===== src/rtl/hvs_pkg.sv =====
// ============================================================================
// hvs_pkg
// Shared types, constants and codes for the heating valve supervisor.
// ============================================================================
`default_nettype none

package hvs_pkg;

    localparam int TEMP_BITS = 12;
    localparam int TIME_BITS = 32;

    // Threshold registers are unsigned; compares run in a signed word that
    // holds a threshold plus five degrees and every temperature reading.
    localparam int THR_BITS = 11;
    localparam int TMO_BITS = 16;
    localparam int CMP_BITS = ((TEMP_BITS > THR_BITS + 1) ? TEMP_BITS : THR_BITS + 1) + 2;

    localparam int IN_FIELD_BITS  = 1 + TEMP_BITS;
    localparam int IN_DATA_W      = ((IN_FIELD_BITS + 7) / 8) * 8;
    localparam int OUT_FIELD_BITS = 3 + 1 + 1 + 1 + TEMP_BITS + 1;
    localparam int OUT_DATA_W     = ((OUT_FIELD_BITS + 7) / 8) * 8;

    localparam int APB_ADDR_W = 5;
    localparam int APB_DATA_W = 32;

    typedef logic signed [TEMP_BITS-1:0] temp_t;
    typedef logic signed [CMP_BITS-1:0]  cmp_t;
    typedef logic [TIME_BITS-1:0]        tick_t;
    typedef logic [THR_BITS-1:0]         thr_t;
    typedef logic [TMO_BITS-1:0]         tmo_t;
    typedef logic [IN_DATA_W-1:0]        in_data_t;
    typedef logic [OUT_DATA_W-1:0]       out_data_t;
    typedef logic [APB_DATA_W-1:0]       apb_data_t;

    // Temperatures in 1/16 C
    localparam cmp_t HALF_DEG    = cmp_t'(8);
    localparam cmp_t TWO_DEG     = cmp_t'(32);
    localparam cmp_t FIVE_DEG    = cmp_t'(80);
    localparam cmp_t LOW_ACCEPT  = cmp_t'(640);
    localparam cmp_t HIGH_ACCEPT = cmp_t'(1920);

    localparam thr_t RST_OPERATING_TEMP    = thr_t'(1280);
    localparam thr_t RST_COOLDOWN_TEMP     = thr_t'(800);
    localparam tmo_t RST_HEATUP_TIMEOUT    = tmo_t'(600);
    localparam tmo_t RST_COOLDOWN_TIMEOUT  = tmo_t'(600);
    localparam tmo_t RST_HEARTBEAT_TIMEOUT = tmo_t'(300);

    typedef enum logic [2:0] {
        REG_OPERATING_TEMP    = 3'd0,
        REG_COOLDOWN_TEMP     = 3'd1,
        REG_HEATUP_TIMEOUT    = 3'd2,
        REG_COOLDOWN_TIMEOUT  = 3'd3,
        REG_HEARTBEAT_TIMEOUT = 3'd4
    } reg_idx_t;

    typedef enum logic [1:0] {
        CMD_TICK = 2'd0,
        CMD_SET  = 2'd1,
        CMD_BEAT = 2'd2,
        CMD_TEMP = 2'd3
    } cmd_t;

    typedef enum logic [2:0] {
        ST_OFF            = 3'd0,
        ST_OPENING        = 3'd1,
        ST_WARMUP         = 3'd2,
        ST_ON             = 3'd3,
        ST_CLOSING        = 3'd4,
        ST_COOLDOWN       = 3'd5,
        ST_STARTUP_FAULT  = 3'd6,
        ST_SHUTDOWN_FAULT = 3'd7
    } valve_state_t;

    typedef struct packed {
        thr_t operating_temp;
        thr_t cooldown_temp;
        tmo_t heatup_timeout;
        tmo_t cooldown_timeout;
        tmo_t heartbeat_timeout;
    } cfg_t;

    typedef struct packed {
        cmd_t  command;
        logic  on_value;
        temp_t temperature;
    } item_t;

    typedef struct packed {
        valve_state_t valve_state;
        logic         is_on;
        logic         relay_drive_n;
        logic         heartbeat_fault;
        temp_t        current_temp;
        logic         report_now;
    } result_t;

endpackage

`default_nettype wire


===== src/rtl/hvs_cfg_regs.sv =====
// ============================================================================
// hvs_cfg_regs
// APB register file holding thresholds and timeouts.
// ============================================================================
`default_nettype none

module hvs_cfg_regs
(
    input  wire logic                           clk,
    input  wire logic                           rst_n,
    input  wire logic                           psel,
    input  wire logic                           penable,
    input  wire logic                           pwrite,
    input  wire logic [hvs_pkg::APB_ADDR_W-1:0] paddr,
    input  wire hvs_pkg::apb_data_t             pwdata,
    output hvs_pkg::apb_data_t                  prdata,
    output logic                                pready,
    output hvs_pkg::cfg_t                       cfg
);

    hvs_pkg::cfg_t     cfg_reg;
    hvs_pkg::reg_idx_t idx;
    logic              wr_en;

    assign idx    = hvs_pkg::reg_idx_t'(paddr[hvs_pkg::APB_ADDR_W-1:2]);
    assign wr_en  = psel && penable && pwrite;
    assign pready = 1'b1;
    assign cfg    = cfg_reg;

    always_ff @(posedge clk or negedge rst_n)
    begin
        if (!rst_n)
        begin
            cfg_reg.operating_temp    <= hvs_pkg::RST_OPERATING_TEMP;
            cfg_reg.cooldown_temp     <= hvs_pkg::RST_COOLDOWN_TEMP;
            cfg_reg.heatup_timeout    <= hvs_pkg::RST_HEATUP_TIMEOUT;
            cfg_reg.cooldown_timeout  <= hvs_pkg::RST_COOLDOWN_TIMEOUT;
            cfg_reg.heartbeat_timeout <= hvs_pkg::RST_HEARTBEAT_TIMEOUT;
        end
        else if (wr_en)
        begin
            case (idx)
                hvs_pkg::REG_OPERATING_TEMP:
                    cfg_reg.operating_temp <= pwdata[hvs_pkg::THR_BITS-1:0];
                hvs_pkg::REG_COOLDOWN_TEMP:
                    cfg_reg.cooldown_temp <= pwdata[hvs_pkg::THR_BITS-1:0];
                hvs_pkg::REG_HEATUP_TIMEOUT:
                    cfg_reg.heatup_timeout <= pwdata[hvs_pkg::TMO_BITS-1:0];
                hvs_pkg::REG_COOLDOWN_TIMEOUT:
                    cfg_reg.cooldown_timeout <= pwdata[hvs_pkg::TMO_BITS-1:0];
                hvs_pkg::REG_HEARTBEAT_TIMEOUT:
                    cfg_reg.heartbeat_timeout <= pwdata[hvs_pkg::TMO_BITS-1:0];
                default:
                    ;
            endcase
        end
    end

    always_comb
    begin
        case (idx)
            hvs_pkg::REG_OPERATING_TEMP:
                prdata = hvs_pkg::apb_data_t'(cfg_reg.operating_temp);
            hvs_pkg::REG_COOLDOWN_TEMP:
                prdata = hvs_pkg::apb_data_t'(cfg_reg.cooldown_temp);
            hvs_pkg::REG_HEATUP_TIMEOUT:
                prdata = hvs_pkg::apb_data_t'(cfg_reg.heatup_timeout);
            hvs_pkg::REG_COOLDOWN_TIMEOUT:
                prdata = hvs_pkg::apb_data_t'(cfg_reg.cooldown_timeout);
            hvs_pkg::REG_HEARTBEAT_TIMEOUT:
                prdata = hvs_pkg::apb_data_t'(cfg_reg.heartbeat_timeout);
            default:
                prdata = '0;
        endcase
    end

endmodule

`default_nettype wire


===== src/rtl/hvs_core.sv =====
// ============================================================================
// hvs_core
// Supervisor state and the one-pass update for a single event beat.
// ============================================================================
`default_nettype none

module hvs_core
(
    input  wire logic             clk,
    input  wire logic             rst_n,
    input  wire logic             en,
    input  wire hvs_pkg::item_t   item,
    input  wire hvs_pkg::cfg_t    cfg,
    output hvs_pkg::result_t      res
);

    hvs_pkg::valve_state_t state_reg, state_next;
    logic                  on_flag_reg, on_flag_next;
    hvs_pkg::temp_t        temp_now_reg, temp_now_next;
    hvs_pkg::temp_t        temp_prev_reg, temp_prev_next;
    hvs_pkg::temp_t        startup_temp_reg, startup_temp_next;
    hvs_pkg::temp_t        shutdown_temp_reg, shutdown_temp_next;
    logic                  temp_seen_reg, temp_seen_next;
    logic                  prev_ok_reg, prev_ok_next;
    logic                  start_ok_reg, start_ok_next;
    logic                  shut_ok_reg, shut_ok_next;
    hvs_pkg::tick_t        warm_start_reg, warm_start_next;
    hvs_pkg::tick_t        cool_start_reg, cool_start_next;
    hvs_pkg::tick_t        beat_time_reg, beat_time_next;
    hvs_pkg::tick_t        tick_reg, tick_next;
    logic                  beat_seen_reg, beat_seen_next;
    logic                  beat_expired_reg, beat_expired_next;

    hvs_pkg::tick_t        tick_inc;
    hvs_pkg::cmp_t         t, tp, t_su, t_sd, t_in, op, cd;
    logic                  tv;
    logic                  wd_trip, cool_trip, warm_trip;
    logic                  cool_stamp, warm_stamp;
    logic                  report;
    hvs_pkg::valve_state_t st1;
    logic                  on1;

    assign tick_inc = tick_reg + hvs_pkg::tick_t'(1);
    assign t        = hvs_pkg::cmp_t'(temp_now_reg);
    assign tp       = hvs_pkg::cmp_t'(temp_prev_reg);
    assign t_su     = hvs_pkg::cmp_t'(startup_temp_reg);
    assign t_in     = hvs_pkg::cmp_t'(item.temperature);
    assign op       = hvs_pkg::cmp_t'(cfg.operating_temp);
    assign cd       = hvs_pkg::cmp_t'(cfg.cooldown_temp);
    assign tv       = temp_seen_reg;

    // Watchdog only counts once a heartbeat time is stamped; the first
    // on-tick stamps it, so elapsed is zero then.
    assign wd_trip   = on_flag_reg && beat_seen_reg
                       && ((tick_inc - beat_time_reg)
                           > hvs_pkg::tick_t'(cfg.heartbeat_timeout));
    assign warm_trip = (tick_inc - warm_start_reg)
                       > hvs_pkg::tick_t'(cfg.heatup_timeout);

    always_comb
    begin
        state_next         = state_reg;
        on_flag_next       = on_flag_reg;
        temp_now_next      = temp_now_reg;
        temp_prev_next     = temp_prev_reg;
        startup_temp_next  = startup_temp_reg;
        shutdown_temp_next = shutdown_temp_reg;
        temp_seen_next     = temp_seen_reg;
        prev_ok_next       = prev_ok_reg;
        start_ok_next      = start_ok_reg;
        shut_ok_next       = shut_ok_reg;
        warm_start_next    = warm_start_reg;
        cool_start_next    = cool_start_reg;
        beat_time_next     = beat_time_reg;
        tick_next          = tick_reg;
        beat_seen_next     = beat_seen_reg;
        beat_expired_next  = beat_expired_reg;
        report             = 1'b0;
        st1                = state_reg;
        on1                = on_flag_reg;
        cool_stamp         = 1'b0;
        warm_stamp         = 1'b0;
        cool_trip          = 1'b0;
        t_sd               = hvs_pkg::cmp_t'(shutdown_temp_reg);

        case (item.command)
            hvs_pkg::CMD_TICK:
            begin
                tick_next = tick_inc;
                if (on_flag_reg && !beat_seen_reg)
                begin
                    beat_time_next = tick_inc;
                    beat_seen_next = 1'b1;
                end
                // forced off by the watchdog
                if (wd_trip)
                begin
                    on1               = 1'b0;
                    beat_expired_next = 1'b1;
                    report            = 1'b1;
                    case (state_reg)
                        hvs_pkg::ST_ON, hvs_pkg::ST_OPENING, hvs_pkg::ST_WARMUP:
                        begin
                            st1                = hvs_pkg::ST_CLOSING;
                            shutdown_temp_next = temp_now_reg;
                            shut_ok_next       = temp_seen_reg;
                            t_sd               = t;
                            cool_stamp         = 1'b1;
                        end
                        hvs_pkg::ST_STARTUP_FAULT, hvs_pkg::ST_SHUTDOWN_FAULT:
                        begin
                            st1        = hvs_pkg::ST_CLOSING;
                            cool_stamp = 1'b1;
                        end
                        default:
                            ;
                    endcase
                end
                cool_trip = !cool_stamp
                            && ((tick_inc - cool_start_reg)
                                > hvs_pkg::tick_t'(cfg.cooldown_timeout));

                state_next = st1;
                case (st1)
                    hvs_pkg::ST_CLOSING:
                    begin
                        if (tv && shut_ok_next && t < t_sd - hvs_pkg::HALF_DEG)
                            state_next = hvs_pkg::ST_COOLDOWN;
                        if (tv && t <= cd)
                            state_next = hvs_pkg::ST_OFF;
                        if (cool_trip)
                            state_next = hvs_pkg::ST_SHUTDOWN_FAULT;
                    end
                    hvs_pkg::ST_COOLDOWN:
                    begin
                        if (tv && t <= cd)
                            state_next = hvs_pkg::ST_OFF;
                        if (tv && prev_ok_reg && t < tp)
                            cool_stamp = 1'b1;
                        if (cool_trip && !cool_stamp)
                            state_next = hvs_pkg::ST_SHUTDOWN_FAULT;
                    end
                    hvs_pkg::ST_OFF:
                    begin
                        if (tv && t > cd + hvs_pkg::FIVE_DEG && !on1)
                            state_next = hvs_pkg::ST_SHUTDOWN_FAULT;
                        if (on1)
                            state_next = hvs_pkg::ST_WARMUP;
                    end
                    hvs_pkg::ST_OPENING:
                    begin
                        if (tv && start_ok_reg && t > t_su + hvs_pkg::HALF_DEG)
                            state_next = hvs_pkg::ST_WARMUP;
                        if (tv && t >= op)
                            state_next = hvs_pkg::ST_ON;
                        if (warm_trip)
                            state_next = hvs_pkg::ST_STARTUP_FAULT;
                    end
                    hvs_pkg::ST_WARMUP:
                    begin
                        if (tv && t >= op)
                            state_next = hvs_pkg::ST_ON;
                        if (tv && prev_ok_reg && t > tp)
                            warm_stamp = 1'b1;
                        if (tv && start_ok_reg && t < t_su - hvs_pkg::TWO_DEG)
                            state_next = hvs_pkg::ST_STARTUP_FAULT;
                        if (warm_trip && !warm_stamp)
                            state_next = hvs_pkg::ST_STARTUP_FAULT;
                    end
                    hvs_pkg::ST_ON:
                    begin
                        if (tv && t < op - hvs_pkg::FIVE_DEG && on1)
                            state_next = hvs_pkg::ST_STARTUP_FAULT;
                        if (!on1)
                            state_next = hvs_pkg::ST_COOLDOWN;
                    end
                    hvs_pkg::ST_STARTUP_FAULT:
                    begin
                        if (tv && t > op)
                            state_next = hvs_pkg::ST_ON;
                        if (!on1)
                            state_next = hvs_pkg::ST_OFF;
                    end
                    default:
                    begin
                        if (tv && t < cd)
                            state_next = hvs_pkg::ST_OFF;
                        if (on1)
                            state_next = hvs_pkg::ST_ON;
                    end
                endcase

                on_flag_next = on1;
                if (cool_stamp)
                    cool_start_next = tick_inc;
                if (warm_stamp)
                    warm_start_next = tick_inc;
            end

            hvs_pkg::CMD_SET:
            begin
                report       = 1'b1;
                on_flag_next = item.on_value;
                case (state_reg)
                    hvs_pkg::ST_OFF, hvs_pkg::ST_CLOSING, hvs_pkg::ST_COOLDOWN:
                    begin
                        if (item.on_value)
                        begin
                            state_next        = hvs_pkg::ST_OPENING;
                            startup_temp_next = temp_now_reg;
                            start_ok_next     = temp_seen_reg;
                            warm_start_next   = tick_reg;
                        end
                    end
                    hvs_pkg::ST_ON, hvs_pkg::ST_OPENING, hvs_pkg::ST_WARMUP:
                    begin
                        if (!item.on_value)
                        begin
                            state_next         = hvs_pkg::ST_CLOSING;
                            shutdown_temp_next = temp_now_reg;
                            shut_ok_next       = temp_seen_reg;
                            cool_start_next    = tick_reg;
                        end
                    end
                    default:
                    begin
                        // fault recovery keeps the old snapshot
                        if (item.on_value)
                        begin
                            state_next      = hvs_pkg::ST_OPENING;
                            warm_start_next = tick_reg;
                        end
                        else
                        begin
                            state_next      = hvs_pkg::ST_CLOSING;
                            cool_start_next = tick_reg;
                        end
                    end
                endcase
            end

            hvs_pkg::CMD_BEAT:
            begin
                beat_time_next = tick_reg;
                beat_seen_next = 1'b1;
            end

            default:
            begin
                temp_prev_next = temp_now_reg;
                prev_ok_next   = temp_seen_reg;
                if (!temp_seen_reg)
                begin
                    temp_now_next  = item.temperature;
                    temp_seen_next = 1'b1;
                end
                else if (t_in > hvs_pkg::LOW_ACCEPT && t_in < hvs_pkg::HIGH_ACCEPT)
                begin
                    temp_now_next = item.temperature;
                end
            end
        endcase

        res.valve_state     = state_next;
        res.is_on           = on_flag_next;
        res.relay_drive_n   = !on_flag_next;
        res.heartbeat_fault = beat_expired_next;
        res.current_temp    = temp_seen_next ? temp_now_next : '0;
        res.report_now      = report;
    end

    always_ff @(posedge clk or negedge rst_n)
    begin
        if (!rst_n)
        begin
            state_reg         <= hvs_pkg::ST_OFF;
            on_flag_reg       <= 1'b0;
            temp_now_reg      <= '0;
            temp_prev_reg     <= '0;
            startup_temp_reg  <= '0;
            shutdown_temp_reg <= '0;
            temp_seen_reg     <= 1'b0;
            prev_ok_reg       <= 1'b0;
            start_ok_reg      <= 1'b0;
            shut_ok_reg       <= 1'b0;
            warm_start_reg    <= '0;
            cool_start_reg    <= '0;
            beat_time_reg     <= '0;
            tick_reg          <= '0;
            beat_seen_reg     <= 1'b0;
            beat_expired_reg  <= 1'b0;
        end
        else if (en)
        begin
            state_reg         <= state_next;
            on_flag_reg       <= on_flag_next;
            temp_now_reg      <= temp_now_next;
            temp_prev_reg     <= temp_prev_next;
            startup_temp_reg  <= startup_temp_next;
            shutdown_temp_reg <= shutdown_temp_next;
            temp_seen_reg     <= temp_seen_next;
            prev_ok_reg       <= prev_ok_next;
            start_ok_reg      <= start_ok_next;
            shut_ok_reg       <= shut_ok_next;
            warm_start_reg    <= warm_start_next;
            cool_start_reg    <= cool_start_next;
            beat_time_reg     <= beat_time_next;
            tick_reg          <= tick_next;
            beat_seen_reg     <= beat_seen_next;
            beat_expired_reg  <= beat_expired_next;
        end
    end

    // watchdog fault is sticky until reset
    a_expired_sticky: assert property (@(posedge clk) disable iff (!rst_n)
        beat_expired_reg |=> beat_expired_reg)
        else $error("heartbeat fault cleared");

    // a watchdog expiry always leaves the valve commanded off
    a_expired_off: assert property (@(posedge clk) disable iff (!rst_n)
        $rose(beat_expired_reg) |-> !on_flag_reg)
        else $error("watchdog expiry left valve on");

    // once a reading was taken, a reading stays valid
    a_seen_sticky: assert property (@(posedge clk) disable iff (!rst_n)
        temp_seen_reg |=> temp_seen_reg)
        else $error("temperature valid dropped");

    // the previous reading cannot be valid before any reading
    a_prev_ok: assert property (@(posedge clk) disable iff (!rst_n)
        prev_ok_reg |-> temp_seen_reg)
        else $error("previous reading valid without a reading");

endmodule

`default_nettype wire


===== src/rtl/heating_valve_supervisor.sv =====
// ============================================================================
// heating_valve_supervisor
// Heating valve supervisor: event stream in, one status beat out per event.
// ============================================================================
//
//  channel   dir   handshake              contents
//  s_axis    in    tvalid/tready          tuser: command; tdata: on_value, temperature
//  m_axis    out   tvalid/tready          tdata: valve state, on flags, fault, temp, report
//  apb       in    psel/penable/pready    thresholds and timeouts, 5 words at 4*i
//
//  One event beat per cycle sustained while m_axis is ready; each event passes
//  the input register, then the result register, before its status beat is offered.
//  The state update for an event is a single pass from the input register.
//  A stalled m_axis holds its beat; one more event waits in the input
//  register before s_axis_tready drops.
//  rst_n clears all supervisor state and restores register defaults.
// ============================================================================
`default_nettype none

module heating_valve_supervisor
(
    input  wire logic                           clk,
    input  wire logic                           rst_n,

    input  wire logic                           s_axis_tvalid,
    output logic                                s_axis_tready,
    input  wire hvs_pkg::in_data_t              s_axis_tdata,   // on_value, temperature
    input  wire logic [1:0]                     s_axis_tuser,   // command

    output logic                                m_axis_tvalid,
    input  wire logic                           m_axis_tready,
    // valve_state, is_on, relay_drive_n, heartbeat_fault, current_temp, report_now
    output hvs_pkg::out_data_t                  m_axis_tdata,

    input  wire logic                           psel,
    input  wire logic                           penable,
    input  wire logic                           pwrite,
    input  wire logic [hvs_pkg::APB_ADDR_W-1:0] paddr,
    input  wire hvs_pkg::apb_data_t             pwdata,
    output hvs_pkg::apb_data_t                  prdata,
    output logic                                pready
);

    hvs_pkg::cfg_t    cfg;
    hvs_pkg::item_t   in_item_reg;
    logic             in_valid_reg;
    hvs_pkg::result_t res;
    hvs_pkg::result_t out_res_reg;
    logic             out_valid_reg;
    logic             advance;

    assign advance       = in_valid_reg && (!out_valid_reg || m_axis_tready);
    assign s_axis_tready = !in_valid_reg || advance;

    hvs_cfg_regs u_cfg
    (
        .clk     (clk),
        .rst_n   (rst_n),
        .psel    (psel),
        .penable (penable),
        .pwrite  (pwrite),
        .paddr   (paddr),
        .pwdata  (pwdata),
        .prdata  (prdata),
        .pready  (pready),
        .cfg     (cfg)
    );

    hvs_core u_core
    (
        .clk   (clk),
        .rst_n (rst_n),
        .en    (advance),
        .item  (in_item_reg),
        .cfg   (cfg),
        .res   (res)
    );

    always_ff @(posedge clk or negedge rst_n)
    begin
        if (!rst_n)
        begin
            in_valid_reg  <= 1'b0;
            out_valid_reg <= 1'b0;
        end
        else
        begin
            if (s_axis_tready)
                in_valid_reg <= s_axis_tvalid;
            if (advance)
                out_valid_reg <= 1'b1;
            else if (m_axis_tready)
                out_valid_reg <= 1'b0;
        end
    end

    always_ff @(posedge clk)
    begin
        if (s_axis_tready && s_axis_tvalid)
        begin
            in_item_reg.command     <= hvs_pkg::cmd_t'(s_axis_tuser);
            in_item_reg.on_value    <= s_axis_tdata[0];
            in_item_reg.temperature <= s_axis_tdata[hvs_pkg::TEMP_BITS:1];
        end
        if (advance)
            out_res_reg <= res;
    end

    assign m_axis_tvalid = out_valid_reg;
    assign m_axis_tdata  = hvs_pkg::out_data_t'({out_res_reg.report_now,
                                                 out_res_reg.current_temp,
                                                 out_res_reg.heartbeat_fault,
                                                 out_res_reg.relay_drive_n,
                                                 out_res_reg.is_on,
                                                 out_res_reg.valve_state});

endmodule

`default_nettype wire

===== config.mk =====
export PLATFORM = sky130hd
export DESIGN_NAME = heating_valve_supervisor
export DESIGN_NICKNAME = d
export VERILOG_FILES = /design/src/rtl/hvs_pkg.sv /design/src/rtl/hvs_cfg_regs.sv /design/src/rtl/hvs_core.sv /design/src/rtl/heating_valve_supervisor.sv
export SDC_FILE = /design/constraint.sdc
export NUM_CORES = 1
export LEC_CHECK = 0
export BUFFER_PORTS_ARGS = -buffer_cell sky130_fd_sc_hd__buf_2
export CORE_MARGIN = 2
export CORE_UTILIZATION = 44
export DETAILED_ROUTE_END_ITERATION = 6
export PLACE_DENSITY = 0.66
export SKIP_LAST_GASP = 1
export SLEW_MARGIN = 10
export SYNTH_ARGS = -nofsm -noshare
export SYNTH_HDL_FRONTEND = slang
export SYNTH_HIERARCHICAL = 1
export SYNTH_SLANG_ARGS = --single-unit

===== constraint.sdc =====
create_clock -name clk -period 18.07 [get_ports clk]
set_clock_uncertainty 0.15 [all_clocks]
set_input_delay 2.7105 -clock clk [delete_from_list [all_inputs] [get_ports clk]]
set_output_delay 2.7105 -clock clk [all_outputs]
set_load 0.02 [all_outputs]

# [Word level (Yosys, flattened, before mapping)]
# Index checks and enable logic that the tools add are counted.
[totals] out_inout_bits=59 register_bits=292
[op_classes] add_sub_neg=9 n_reduce_logical=61 bitwise=1 muxes=81 magnitude_cmp=16 eq_ne=29
[ops] operator="$mux 32" n=7
[ops] operator="$pmux 32 s2" n=3
[ops] operator="$gt 32x16->1" n=3
[ops] operator="$sub 32x32->32" n=3
[ops] operator="$mux 12" n=7
[ops] operator="$pmux 16 s5" n=1
[ops] operator="$mux 3" n=25
[ops] operator="$mux 14" n=3
[ops] operator="$lt 12x12->1" n=3
[ops] operator="$add 32x1->32 const B" n=1
[ops] operator="$logic_and 1x1->1" n=27
[ops] operator="$mux 1" n=27
[ops] operator="$gt 12x13->1" n=2
[ops] operator="$eq 3x3->1 const B" n=8
[ops] operator="$gt 12x12->1" n=2
[ops] operator="$pmux 12 s2" n=1
[ops] operator="$pmux 3 s7" n=1
[ops] operator="$eq 3x2->1 const B" n=6
[ops] operator="$lt 12x14->1" n=1
[ops] operator="$ne 2x2->1 const B" n=7
[ops] operator="$reduce_and 2->1" n=7
[ops] operator="$sub 14x5->14 const B" n=1
[ops] operator="$add 12x5->13 const B" n=1
[ops] operator="$lt 12x13->1" n=1
[ops] operator="other kinds (25)" n=49

# [Logic depth before layout (Yosys ltp)]
# Gate-level depths: netlist of run 1.
[depth] depth_word=14 depth_mapped=43 mapped_depth_nobuf=39

# [Modules after synthesis]
# Netlist of run 1, hierarchy kept.
[by_module_without_submodules] mod="hvs_core" area_each_um2=19313.5 cells_each=2412 n_inst=1 seq_area_each_um2=4654.5
[by_module_without_submodules] mod="hvs_cfg_regs" area_each_um2=3460.8 cells_each=248 n_inst=1 seq_area_each_um2=1773.0
[by_module_without_submodules] mod="heating_valve_supervisor" area_each_um2=1166.1 cells_each=48 n_inst=1 seq_area_each_um2=1071.0

# [Worst setup path after synthesis of run 1]
# No wires, ideal clock.
[synth_timing] kind="register -> register" from="register u_core.tick_reg[0]" to="register out_res_reg, in the netlist m_axis_tdata[0], data pin" setup_ns=0.269 slack_ns=9.419 arrival_ns=8.232 stages_incl_launch_ff=40 n_path_buf=6 t_required_ns=17.651 path_cell_list="dfrtp_1 ha_1 nand3_1 nor2_2 nand4_1 or2_2 clkbuf_1 nor2_1 and3_1 buf_2 nand3_1 nor2_2 nand3_1 xnor2_1 ha_1 clkbuf_1 and4_1 a21oi_1 [4 not listed] buf_2 nand2_1 buf_2 buf_2 mux2i_1 ha_1 nand2_1 a211oi_2 mux2_2 nor3_1 ha_1 nand4_1 nor4_1 o21ai_0 o211ai_1 nor3_1 a211oi_1 a31oi_1"
[synth_lines] item="from (decl)" line_no="hvs_core.sv:30" rtl="hvs_pkg::tick_t tick_reg, tick_next;"
[synth_lines] item="from (signal assigned)" line_no="hvs_core.sv:308" rtl="tick_reg <= tick_next;"
[synth_lines] item="to (signal assigned)" line_no="heating_valve_supervisor.sv:106" rtl="out_res_reg <= res;"
[synth_lines] item="to (decl)" line_no="heating_valve_supervisor.sv:48" rtl="hvs_pkg::result_t out_res_reg;"

==> results of run 1 <==
[final cells by class]
class                           instances  area [um^2]  share of cell area [%]
Multi-Input combinational cell       2044        14900                    57.4
Tap cell                              696          871                    3.36
Clock inverter                         20          275                    1.06
Clock buffer                           47         1020                    3.95
Timing Repair Buffer                   92          508                    1.96
Sequential cell                       292         7500                    29.0
Inverter                              229          860                    3.32
[layer usage]
| layer | up-vias | wire length (um) | track usage (%) | share of wire (%) |
|---|---|---|---|---|
| met5 | - | 0 | 0 | 0 |
| met1 | 9684 | 32000 | 33.3 | 47 |
| met3 | 100 | 3580 | 3.29 | 5.3 |
| met2 | 593 | 30800 | 39.3 | 45 |
| li1 | 9574 | - | - | - |
| met4 | 0 | 1790 | 7.34 | 2.6 |
[critical path, delay by kind of cell, from the launching register on]
kind	cells	cell delay, ns
buffers and inverters	2	0.30
AOI/OAI and AO/OA	9	1.86
xor gates and xnor gates	1	0.56
muxes	3	0.94
adders and majority gates	4	1.19
DFF	1	0.58
and+or+nand+nor	18	4.95
[path summary, 6_finish.rpt]
| kind | from | end | slack (ns) |
|---|---|---|---|
| worst min-delay path | u_core/beat_expired_reg | u_core/beat_expired_reg | 0.31 |
| max in group asynchronous | rst_n | u_core/warm_start_reg[31] | 13.73 |
| worst max-delay path | u_core/tick_reg[0] | m_axis_tdata[0] | 7.21 |
| worst min register to register | u_core/beat_expired_reg | u_core/beat_expired_reg | 0.31 |
| min in group asynchronous | rst_n | u_core/temp_prev_reg[4] | 1.95 |
| worst max register to register | u_core/tick_reg[0] | m_axis_tdata[0] | 7.21 |
[cells by family after synthesis]
group | count (synthesis) | share of synthesized area [%]
AND/OR/NAND/NOR | 735 | 15.2
multiplexers | 190 | 8.93
XOR/XNOR | 190 | 6.95
buffers and inverters | 391 | 7.06
AO/OA/AOI/OAI | 669 | 17.9
flip-flops | 292 | 31.3
adder cells (fa/ha/maj) | 238 | 12.5
other | 3 | 0.0470
[power by group through the flow]
stage                     sequential, mW  combinational (mW)  clock, mW
after floorplan                    0.910                1.76          0
after global placement             0.971                2.30          0
after detailed placement           0.977                2.38          0
after CTS                          0.967                2.40      0.800
after global routing               0.990                2.70      0.827
final                              0.969                2.42      0.784
[stage by stage]
step                      cells  area (um^2)
after floorplan            2727        24000
after detailed placement   3353        24600
after global placement     3353        24600
final                      3420        25900
after CTS                  3420        25900
after global routing       3420        25900
[placed cells by master (no fill, tap or decap), drive strengths merged, types with 24 or more instances in the layout]
master  synthesis  routed
nor2          176     176
nand2b         33      33
buf            78      92
dfrtp         241     241
a21oi         180     180
mux2i          61      61
nand2         240     240
clkbuf         84      47
xnor2         116     116
edfxtp         34      34
nand4          36      36
a211oi         24      24
a21o           46      46
inv           227     228
nand3          57      57
ha            235     235
xor2           74      74
nor3           42      42
mux2          129     129
o21ai         185     185
nor2b          28      28
o21a           32      32
==> run metrics, run 1 <==
highest achievable clock rate=a little over 0.09 GHz; first-pass GRT wire length=around 110,000 um; total core area=0.0538 mm^2; first-pass iteration count of the detailed router=5; relative contribution of sequential cells to total power=between 20% and 30%; nets@finish=2,996; most used flip-flop cell after synthesis=dfrtp_1; NetSw=~1.9 mW; clk root buf=clkbuf_16; fraction of registers with async set/reset=around nine tenths; cell with the most instances after synthesis=dfrtp_1; CTS clk-pin slew, worst paths=around 0.060 ns; number of buffers inserted during clock tree synthesis=37; kind of end point of the critical path=flip-flop; I/O pin total=121; fraction of power spent switching nets=45.1%; number of cells traversed by the worst hold path=1; cells taking the most area after synthesis=dfrtp_1 (25%), ha_1 (12%), mux2_2 (5.0%); DRC violations left=0; vias per cell=a little under 6; initial antenna violation count=0; outcome=finished clean; hold_buf cts=0; most used cell along the critical path=ha_1; number of DRC markers in iteration 0=around 1,400; worst slack after detailed placement=roughly 7.5 ns; total number of yosys warnings=6; slowest cell on the critical path=nand2_1; Vias=about 20,000; GRT overflow=0; critical path class=reg -> reg; sequential cell area fraction in the yosys report=between 30% and 40%; post-route worst hold slack=slightly above 0.3 ns; floorplan die area=approximately 0.056 mm^2; # fillers=about 5,100; required time reported for the critical path endpoint=18.22 ns; Pins Over Slew Limit=0; synthesized flop and latch total=a little under 300; post-layout utilization of the core=between 40 and 50%; Crit path largest cell delay=roughly 0.63 ns; count of buffers added by post-CTS timing repair for setup=0; most frequent cells after synthesis=dfrtp_1 (241), nand2_1 (240), ha_1 (235); number of placement rows=85; Sum Neg Setup Slack=0 ns; final routed wire length divided by cell count=about 20 um; clock tree sinks=between 200 and 300; Die H=about 240 um; number of global-route vias before repair=~20,000; fraction of power consumed by combinational cells=around 58%; Tightest Hold Check Type=reg -> reg; number of maximum-capacitance constraint violations=0; startpoint type of the worst setup path=flip-flop; number of flops mapped to enable cells by yosys=34; overall fraction of global-route tracks in use=between 20 and 25%; Worst slew margin=32.1%; remaining antenna violation count after routing=0; RSZ-0062 raised after global routing=false; critical path fanouts, max=21; proportion of layout cells with a drive suffix above 1=between 10 and 15%; instance count of the mapped netlist=roughly 2,700; DP Wirelength=approximately 53,000 um; top cell type's share of synthesized area=between 20% and 30%; CTS tree=built; number of distinct library cells after synthesis=100; placer's final routability congestion estimate=between 0.9 and 1; fraction of power consumed by the clock network=a little under a fifth; final worst-path setup slack=about 7 ns; total power divided by cell area=between 150 and 200 mW/mm^2; count of H-tree levels built during CTS=2; data arrival time at the worst-slack endpoint=roughly 11 ns; Final Hold Vio Count=0; Slew @ Worst Pin=between 1 and 1.5 ns; biggest area consumer among synthesized cells=dfrtp_1; total inserted antenna cells=0; internal power of the cells=around 2.3 mW; leakage power figure=~12 nW; die boundary width=237 um; Worst R2R Path Depth=37; worst vdd rail ir drop=between 100 and 150 uV; Setup violations, final=0; synth-to-layout area growth=8.16%; final clock period utilization by the worst path=approximately 60%; Post-Synthesis Mean Instance Area=around 8.8 um^2; pin count of the biggest net entering global routing=between 70 and 80; total length of routed wires=~68,000 um; total of cells resized after clock tree synthesis=0; Tot Pwr=roughly 4.2 mW; combined area of all synthesized cells=around 0.024 mm^2; Max Buffers Root-to-Sink=3; count of port buffers added during placement=77; crit path time final=10.86 ns; Skew-Pair Late Insertion Delay=0.57 ns; Starting Density=44.5%; Largest register FFs=70
(Power assumes the default switching activity.)
==> inputs of run 2 (changes only) <==
- clock period: 18.07 -> 11.3 ns (I/O delays scaled with it)
==> run metrics, run 2 (synthesized netlist as in run 1, its figures left out) <==
Skew-Pair Late Insertion Delay=about 0.56 ns; required time reported for the critical path endpoint=roughly 11 ns; leakage power figure=about 12 nW; DP Wirelength=roughly 52,000 um; crit path time final=10.55 ns; number of global-route vias before repair=19,400; slowest cell on the critical path=dfrtp_1; leading cell types in the layout, fill and taps excluded=dfrtp_1 (241), nand2_1 (240), ha_1 (235), inv_1 (227), a21oi_1 (178); vias per cell=about 6; kind of end point of the critical path=flip-flop; hold_buf cts=0; floorplan die area=roughly 0.056 mm^2; I/O pin total=~120; total cell area at the placement stage=about 0.025 mm^2; final clock period utilization by the worst path=roughly 93%; overall fraction of global-route tracks in use=approximately a quarter; highest achievable clock rate=about 0.095 GHz; setup slack of the worst register-to-register path=roughly 0.75 ns; Tightest Hold Check Type=reg -> reg; number of placement rows=between 80 and 90; GRT overflow=0; CP top delay family=simple AND/OR/NAND/NOR gates; # fillers=between 5,000 and 6,000; clock tree sinks=292; Sum Neg Setup Slack=0 ns; Worst slew margin=about a quarter; startpoint type of the worst setup path=flip-flop; synth-to-layout area growth=8.35%; RSZ-0062 raised after global routing=false; die boundary width=approximately 240 um; Vias=just over 20,000; nets@finish=between 2,000 and 3,000; Max Buffers Root-to-Sink=3; outcome=finished clean; Pins Over Slew Limit=0; total power divided by cell area=between 200 and 300 mW/mm^2; Starting Density=between 40% and 50%; number of buffers inserted during clock tree synthesis=37; Largest register FFs=70; Slew @ Worst Pin=~1.1 ns; CTS tree=built; count of buffers added by post-CTS timing repair for setup=0; initial antenna violation count=1; final routed wire length divided by cell count=20.0 um; data arrival time at the worst-slack endpoint=about 11 ns; Tot Pwr=6.78 mW; first-pass GRT wire length=107,000 um; count of H-tree levels built during CTS=2; first-pass iteration count of the detailed router=6; Final Hold Vio Count=0; remaining antenna violation count after routing=0; DRC violations left=0; Setup violations, final=0; combined buffer and inverter count along the critical path=1; critical path class=reg -> reg; final instance area=about 0.026 mm^2; total core area=about 0.054 mm^2; most used cell along the critical path=ha_1; pin count of the biggest net entering global routing=about 120; Crit path largest cell delay=between 0.6 and 0.7 ns; total length of routed wires=just under 70,000 um; number of maximum-capacitance constraint violations=0; Die H=roughly 240 um; clk root buf=clkbuf_16; number of DRC markers in iteration 0=1,546; placer's final routability congestion estimate=between 0.9 and 1; count of port buffers added during placement=77; most common cell after layout, fill and taps aside=dfrtp_1; CTS clk-pin slew, worst paths=roughly 0.060 ns; proportion of layout cells with a drive suffix above 1=roughly an eighth; critical path fanouts, max=9; worst vdd rail ir drop=roughly 150 uV
-- run 2: cell count changes in the layout (fill, tap and decap cells not counted), sizes merged --
cell,before,now
diode,0,1
buf,92,93
clkinvlp,1,4
bufinv,5,7
clkinv,15,11
inv,228,231
clkbuf,47,44
-- run 2: report_power, final --
part	total, mW	internal, mW	switching [mW]
sequential	1.55	1.28	0.268
combinational	3.94	1.62	2.31
clock	1.30	0.791	0.504
-- run 2: through the flow --
step	worst slack (ns)	utilization, %	hold slack [ns]	std cells
finish	0.746	48.2	0.311	3423
global route	0.0144	48.2	0.329	3422
CTS	0.769	48.2	0.317	3422
detailed placement	0.788	45.7	0.306	3354
global placement	1.13	45.7	0.295	3354
floorplan	2.65	-	0.280	2727
-- run 2: final timing paths --
kind,from,to,cells after the start
max,u_core/tick_reg[0],m_axis_tdata[0],36
min,u_core/beat_expired_reg,u_core/beat_expired_reg,1
max reg2reg,u_core/tick_reg[0],m_axis_tdata[0],36
min reg2reg,u_core/beat_expired_reg,u_core/beat_expired_reg,1
max in group asynchronous,rst_n,u_core/tick_reg[27],2
min in group asynchronous,rst_n,u_core/startup_temp_reg[5],1
-- run 2: repair_timing --
action                     4_1_cts  5_1_grt
hold endpoints to repair         0        0
setup endpoints to repair        0        2
gates resized for setup          0        2
-- run 2: cell type report --
| cell class | count | area (um^2) | area share, % |
|---|---|---|---|
| tap | 696 | 871 | 3.36 |
| timing repair buffer | 93 | 515 | 1.99 |
| inverter | 229 | 860 | 3.31 |
| antenna | 1 | 2.50 | 0.00965 |
| clock inverter | 24 | 343 | 1.32 |
| clock buffer | 44 | 982 | 3.79 |
| sequential | 292 | 7500 | 28.9 |
| multi-input combinational | 2044 | 14900 | 57.3 |
-- run 2: routing by layer --
layer / wire length [um] / GRT usage, % / part of all wire (%) / vias to the layer above
li1: - / - / - / 9569
met1: 32100 / 33.7 / 47 / 9843
met2: 30100 / 37.3 / 44 / 624
met3: 3910 / 3.74 / 5.7 / 118
met4: 2220 / 8.06 / 3.3 / 0
met5: 0 / 0 / 0 / -
